### config.mk
export PLATFORM = sky130hd
export DESIGN_NAME = cfl_isqrt
export DESIGN_NICKNAME = d
export VERILOG_FILES = /design/src/cfl_isqrt.sv
export SDC_FILE = /design/constraint.sdc
export NUM_CORES = 2
export LEC_CHECK = 0
export ABC_AREA = 0
export BUFFER_PORTS_ARGS = -buffer_cell sky130_fd_sc_hd__buf_2
export CELL_PAD_IN_SITES_DETAIL_PLACEMENT = 2
export CELL_PAD_IN_SITES_GLOBAL_PLACEMENT = 2
export CORE_ASPECT_RATIO = 1.5
export CORE_MARGIN = 10
export CORE_UTILIZATION = 49
export DETAILED_ROUTE_END_ITERATION = 10
export PLACE_DENSITY = 0.9
export SETUP_SLACK_MARGIN = 0.5
export SYNTH_ARGS = -nofsm -noshare
export SYNTH_HDL_FRONTEND = slang
export SYNTH_SLANG_ARGS = --single-unit
### constraint.sdc
create_clock -name i_clk -period 12.1 [get_ports i_clk]
set_clock_uncertainty 0.2 [all_clocks]
set_input_delay 2.42 -clock i_clk [delete_from_list [all_inputs] [get_ports i_clk]]
set_output_delay 2.42 -clock i_clk [all_outputs]
set_load 0.01 [all_outputs]
### src/cfl_isqrt.sv
// ============================================================================
// cfl_isqrt - pipelined floor square root
// One result bit per register stage, with a sideband payload riding along.
// ============================================================================
module cfl_isqrt #(
    parameter int NW = 62,
    parameter int PW = 8
) (
    input  logic            i_clk,
    input  logic            i_rst_n,
    input  logic            i_ce,
    input  logic            i_vld,
    input  logic [NW-1:0]   i_rad,
    input  logic [PW-1:0]   i_pay,
    output logic            o_vld,
    output logic [NW/2-1:0] o_root,
    output logic [PW-1:0]   o_pay
);

    localparam int RW = NW / 2;
    localparam int AW = NW + 2;

    logic [AW-1:0] r_rem  [0:RW-1];
    logic [RW-1:0] r_root [0:RW-1];
    logic [PW-1:0] r_pay  [0:RW-1];
    logic          r_vld  [0:RW-1];

    for (genvar gk = 0; gk < RW; gk++) begin : g_stage
        localparam int B = RW - 1 - gk;
        logic [AW-1:0] src_rem;
        logic [RW-1:0] src_root;
        logic [PW-1:0] src_pay;
        logic          src_vld;
        logic [AW-1:0] trial;

        if (gk == 0) begin : g_first
            assign src_rem  = {2'b00, i_rad};
            assign src_root = '0;
            assign src_pay  = i_pay;
            assign src_vld  = i_vld;
        end else begin : g_next
            assign src_rem  = r_rem[gk-1];
            assign src_root = r_root[gk-1];
            assign src_pay  = r_pay[gk-1];
            assign src_vld  = r_vld[gk-1];
        end

        // (root + 2^B)^2 - root^2
        assign trial = ({{(AW-RW){1'b0}}, src_root} << (B + 1)) + (AW'(1) << (2 * B));

        always_ff @(posedge i_clk) begin
            if (!i_rst_n) begin
                r_vld[gk] <= 1'b0;
            end else if (i_ce) begin
                r_vld[gk] <= src_vld;
            end
        end

        always_ff @(posedge i_clk) begin
            if (i_ce) begin
                r_pay[gk] <= src_pay;
                if (src_rem >= trial) begin
                    r_rem[gk]  <= src_rem - trial;
                    r_root[gk] <= src_root | (RW'(1) << B);
                end else begin
                    r_rem[gk]  <= src_rem;
                    r_root[gk] <= src_root;
                end
            end
        end
    end

    assign o_vld  = r_vld[RW-1];
    assign o_root = r_root[RW-1];
    assign o_pay  = r_pay[RW-1];

endmodule

==> results.txt, run 1 <==
----------------------------------------------------
[Run status]
  Result of the run ... stopped before the end
  Halt point of the flow ... detailed placement
  Halt Reason ... [ERROR DPL-0033] detailed placement checks failed during check placement.

[Place]
  Count of buffers inserted at the top-level ports ... 113
  Detailed-placement wirelength estimate ... 389 mm
  Weighted congestion reported at the end of routability-driven placement ... 0.926

[Yosys]
  Main flop type after synthesis ... sky130_fd_sc_hd__edfxtp_1
  Proportion of synthesized chip area in sequential cells ... 64.3%
  Synthesized flop and latch total ... 2694
  Syn Inst Count ... 9772
  Post-synth EDFFs ... 2693
  Leading cell types by total area after synthesis ... sky130_fd_sc_hd__edfxtp_1 64%, sky130_fd_sc_hd__ha_1 5.2%, sky130_fd_sc_hd__xnor2_1 3.1%
  Most used standard cells in the synthesized netlist ... 2693 x sky130_fd_sc_hd__edfxtp_1, 663 x sky130_fd_sc_hd__nand2_1, 654 x sky130_fd_sc_hd__inv_1
  Yosys synthesis warning count ... 0
  Syn nets ... 10.4k
  Number of different library cells in the post-synthesis netlist ... 99
  Area fraction of the dominant cell type after synthesis ... 64.3%
  Most common cell in the synthesized netlist ... sky130_fd_sc_hd__edfxtp_1
  Synth Cell Area ... 126000 um^2
  Post-synth ARST share ... 0%
  Syn_area_per_cell ... 12.9 um^2
  Most area-hungry cell type in the Yosys netlist ... sky130_fd_sc_hd__edfxtp_1

[Floorplan]
  Width of the chip ... 434 um
  Initial standard-cell utilization of the core ... 49.3%
  Vertical extent of the die ... 641 um
  Rows ... 227
  I/O pins ... 114

----------------------------------------------------
==> logic make-up after synthesis <==
kind of cell / Yosys count / share of synthesized area, %
DFF: 2694 / 64.3
buffers and inverters: 913 / 2.76
muxes: 81 / 0.709
adders and majority gates: 525 / 5.22
and+or+nand+nor: 2921 / 12.1
AOI/OAI and AO/OA: 1762 / 8.78
xor gates and xnor gates: 876 / 6.10
==> stage by stage <==
step / instances / hold slack (ns) / instance area (um^2) / setup WS, ns
2_1_floorplan: 9772 / 0.200 / 126000 / 5.41
3_3_place_gp: 13030 / 0.201 / 130000 / 5.11
==> inputs of run 2 (changes only) <==
==> config.mk (replaced) <==
export PLATFORM = sky130hd
export DESIGN_NAME = cfl_isqrt
export DESIGN_NICKNAME = d
export VERILOG_FILES = /design/src/cfl_isqrt.sv
export SDC_FILE = /design/constraint.sdc
export NUM_CORES = 2
export LEC_CHECK = 0
export ABC_AREA = 0
export BUFFER_PORTS_ARGS = -buffer_cell sky130_fd_sc_hd__buf_2
export CORE_MARGIN = 10
export CORE_UTILIZATION = 40
export DETAILED_ROUTE_END_ITERATION = 10
export PLACE_DENSITY_LB_ADDON = 0.15
export SYNTH_ARGS = -nofsm -noshare
export SYNTH_HDL_FRONTEND = slang
export SYNTH_SLANG_ARGS = --single-unit
==> results.txt, run 2 <==
----------------------------------------------------
[Timing]
  Number of setup violations in the final report ... 0
  Endpoints failing hold ... 0
  Normalized max-slew margin ... -1.59%
  Setup repair after global routing missed its margin ... no
  Share of the clock period used by the worst path after layout ... 49.6%
  Worst hold slack ... 0.167 ns
  Slew @ Worst Pin ... 1.52 ns
  Crit path time final ... 6.00 ns
  Number of pins with negative max-slew slack in the final report ... 52
  Fmax ... 0.167 GHz
  Fin worst setup slack ... 6.10 ns
  Total negative slack for setup checks ... 0 ns

[Floorplan]
  DIE AREA ... 337000 um^2
  I/O pins ... 114
  Initial standard-cell utilization of the core ... 40.2%
  Width of the chip ... 581 um
  Rows ... 205
  Placeable core region ... 313000 um^2
  Vertical extent of the die ... 581 um

[Clock network]
  Clock transition at the registers of the reported paths ... 0.06 ns
  Clock insertion delay at the later pin of the skew report ... 0.94 ns
  Library cell used as clock root buffer ... sky130_fd_sc_hd__clkbuf_16
  Number of buffers created by CTS ... 300
  CTS Hold Bufs ... 0
  CTS-repair resized insts ... 0
  Setup bufs post-CTS ... 0
  Maximum clock path buffer count ... 4
  Sinks on the clock net ... 2694
  TritonCTS clock tree ... built
  H-tree lvl count ... 5

[Yosys]
  Number of different library cells in the post-synthesis netlist ... 99
  Yosys synthesis warning count ... 0
  Most common cell in the synthesized netlist ... sky130_fd_sc_hd__edfxtp_1
  Area fraction of the dominant cell type after synthesis ... 64.3%
  Syn Inst Count ... 9772
  Synth Cell Area ... 126000 um^2
  Post-synth ARST share ... 0%
  Main flop type after synthesis ... sky130_fd_sc_hd__edfxtp_1
  Most area-hungry cell type in the Yosys netlist ... sky130_fd_sc_hd__edfxtp_1
  Leading cell types by total area after synthesis ... sky130_fd_sc_hd__edfxtp_1 64%, sky130_fd_sc_hd__ha_1 5.2%, sky130_fd_sc_hd__xnor2_1 3.1%
  Post-synth EDFFs ... 2693
  Synthesized flop and latch total ... 2694
  Syn nets ... 10.4k
  Most used standard cells in the synthesized netlist ... 2693 x sky130_fd_sc_hd__edfxtp_1, 663 x sky130_fd_sc_hd__nand2_1, 654 x sky130_fd_sc_hd__inv_1
  Proportion of synthesized chip area in sequential cells ... 64.3%
  Syn_area_per_cell ... 12.9 um^2

[Run status]
  Violations in the final reports ... slew limit
  Result of the run ... finished, violations left

[Finish]
  Area Growth Syn to Fin ... 11.9%
  Leading registers by flop count ... r_rem: 1919 flops, r_root: 496 flops, r_pay: 248 flops
  Most common cell after layout, fill and taps aside ... sky130_fd_sc_hd__edfxtp_1
  Post-layout nets ... 10.6k
  Number of flip-flops in the largest register ... 1919
  Commonest cells after routing, fill and taps aside ... 2693 x sky130_fd_sc_hd__edfxtp_1, 663 x sky130_fd_sc_hd__nand2_1, 654 x sky130_fd_sc_hd__inv_1
  Share of cells above drive strength 1 ... 7.65%
  Register with the most flip-flops ... r_rem
  Final standard cell count with taps included and fillers excluded ... 14.4k

[Critical path]
  Worst setup path startpoint ... i_ce
  Dominant cell type by count on the critical path ... sky130_fd_sc_hd__buf_12
  Crit-path leading delay family ... buffers and inverters
  Highest-delay cell along the critical path ... sky130_fd_sc_hd__o21a_1
  Reg-to-reg critical path startpoint ... r_rem[1][403]
  Worst setup EP type ... flop
  Worst Path Required ... 12.52 ns
  WP buf/inv ... 3
  Critical Path AT ... 6.42 ns
  Delay of the slowest cell on the worst path ... 1.02 ns
  Critical Path Fanout Max ... 141
  List of cells traversed by the critical path ... buf_12, buf_12, buf_4, nand2_1, a2111oi_0, o21a_1, or3_1, nor2_1, xor2_1
  Nature of the critical path startpoint ... input port
  Critical Setup Path Class ... input port to flop

[Pwr]
  Leakage ... 51.9 nW
  Peak VDD IR ... 0.117 mV
  Areal power density over the cells ... 187 nW/um^2

[Place]
  Detailed-placement wirelength estimate ... 229 mm
  Count of buffers inserted at the top-level ports ... 113
  Worst slack at placement ... 5.20 ns
  Placed cells ... 13.8k
  Weighted congestion reported at the end of routability-driven placement ... 0.892

[GRT]
  Number of global-route vias before repair ... 75.7k
  GR Util All Layers ... 17.3%
  Maximum number of pins on one net before global-route repair ... 202
  Antenna violations before repair ... 8
  Overflow left after global routing ... 0
  Global-route wire length before repair ... 462 mm

[Hold path]
  Worst Hold Launch ... r_pay[1][84]
  Type of the worst min-delay path ... flop to flop

[Drt]
  Via/cell ratio ... 5.42
  Initial DRT Pass Iterations ... 6
  Routed via count ... 77.9k
  Post-route DRC violation count ... 0
  Post-detailed-route wirelength per cell ... 21.3 um
  Number of DRC violations after detailed-routing iteration 0 ... 6852
  ANT nets after route ... 0
  DRT Wirelength ... 307 mm

[Job]
  Reported max-cap violation count ... 0

----------------------------------------------------
-- run 2: cell counts after synthesis --
No cell type changed its count.
-- run 2: layer usage --
layer	track usage [%]	routed length [um]	up-vias
li1	-	-	37206
met1	23.9	137000	38281
met2	28.9	145000	2033
met3	2.62	16900	417
met4	4.08	7140	0
met5	0	0	-
-- run 2: final timing paths --
check             slack, ns       endpoint  cells past startpoint
setup reg to reg       6.30  r_rem[1][506]                     11
hold reg to reg        0.17   r_pay[1][92]                      0
setup / recovery       6.10  r_rem[1][185]                      9
hold / removal         0.17   r_pay[1][92]                      0
-- run 2: kinds of logic (layout without fill, tap and decap cells) --
| logic type | Yosys count | after routing | synth area share, % |
|---|---|---|---|
| compound gates | 1762 | 1762 | 8.78 |
| xor+xnor | 876 | 876 | 6.10 |
| fa+ha+maj | 525 | 525 | 5.22 |
| buf+inv | 913 | 1369 | 2.76 |
| flops | 2694 | 2694 | 64.3 |
| mux | 81 | 81 | 0.709 |
| other cells | 0 | 3 | 0 |
| simple gates | 2921 | 2921 | 12.1 |
-- run 2: through the flow --
stage / power, W / area (um^2) / utilization [%]
5_1_grt: 0.0276 / 141000 / 45.0
3_3_place_gp: 0.0175 / 131000 / 41.9
4_1_cts: 0.0266 / 141000 / 45.0
6_report: 0.0263 / 141000 / 45.0
2_1_floorplan: 0.0159 / 126000 / -
3_5_place_dp: 0.0175 / 131000 / 41.9
-- run 2: where the power goes --
group | internal, W | switching (W) | leakage [nW]
Combinational | 0.00193 | 0.00286 | 21.2
Sequential | 0.0117 | 0.000905 | 26.0
Clock | 0.00520 | 0.00375 | 4.72
-- run 2: final cells by class --
type | count | area [um^2]
repair buffers | 168 | 1090
flip-flops and latches | 2694 | 80900
clock buffers | 348 | 7790
clock inverters | 196 | 1850
multi-input cells | 6165 | 41500
fillers | 27925 | 172000
well taps | 4140 | 5180
inverters | 657 | 2470
diodes | 3 | 7.51
-- run 2: worst reg2reg max path, stage by stage, from the launching register on --
cell	delay, ns
sky130_fd_sc_hd__edfxtp_1	0.42
sky130_fd_sc_hd__ha_1	0.41
sky130_fd_sc_hd__a21o_1	0.22
sky130_fd_sc_hd__or3_1	0.32
sky130_fd_sc_hd__o21ai_0	0.73
sky130_fd_sc_hd__o211ai_1	0.21
sky130_fd_sc_hd__nand3b_1	0.35
sky130_fd_sc_hd__and3_1	0.86
sky130_fd_sc_hd__clkinv_1	0.96
sky130_fd_sc_hd__o211ai_1	0.58
sky130_fd_sc_hd__nor3_1	0.13
sky130_fd_sc_hd__xor2_1	0.16
Power figures use the tool's default switching activity.
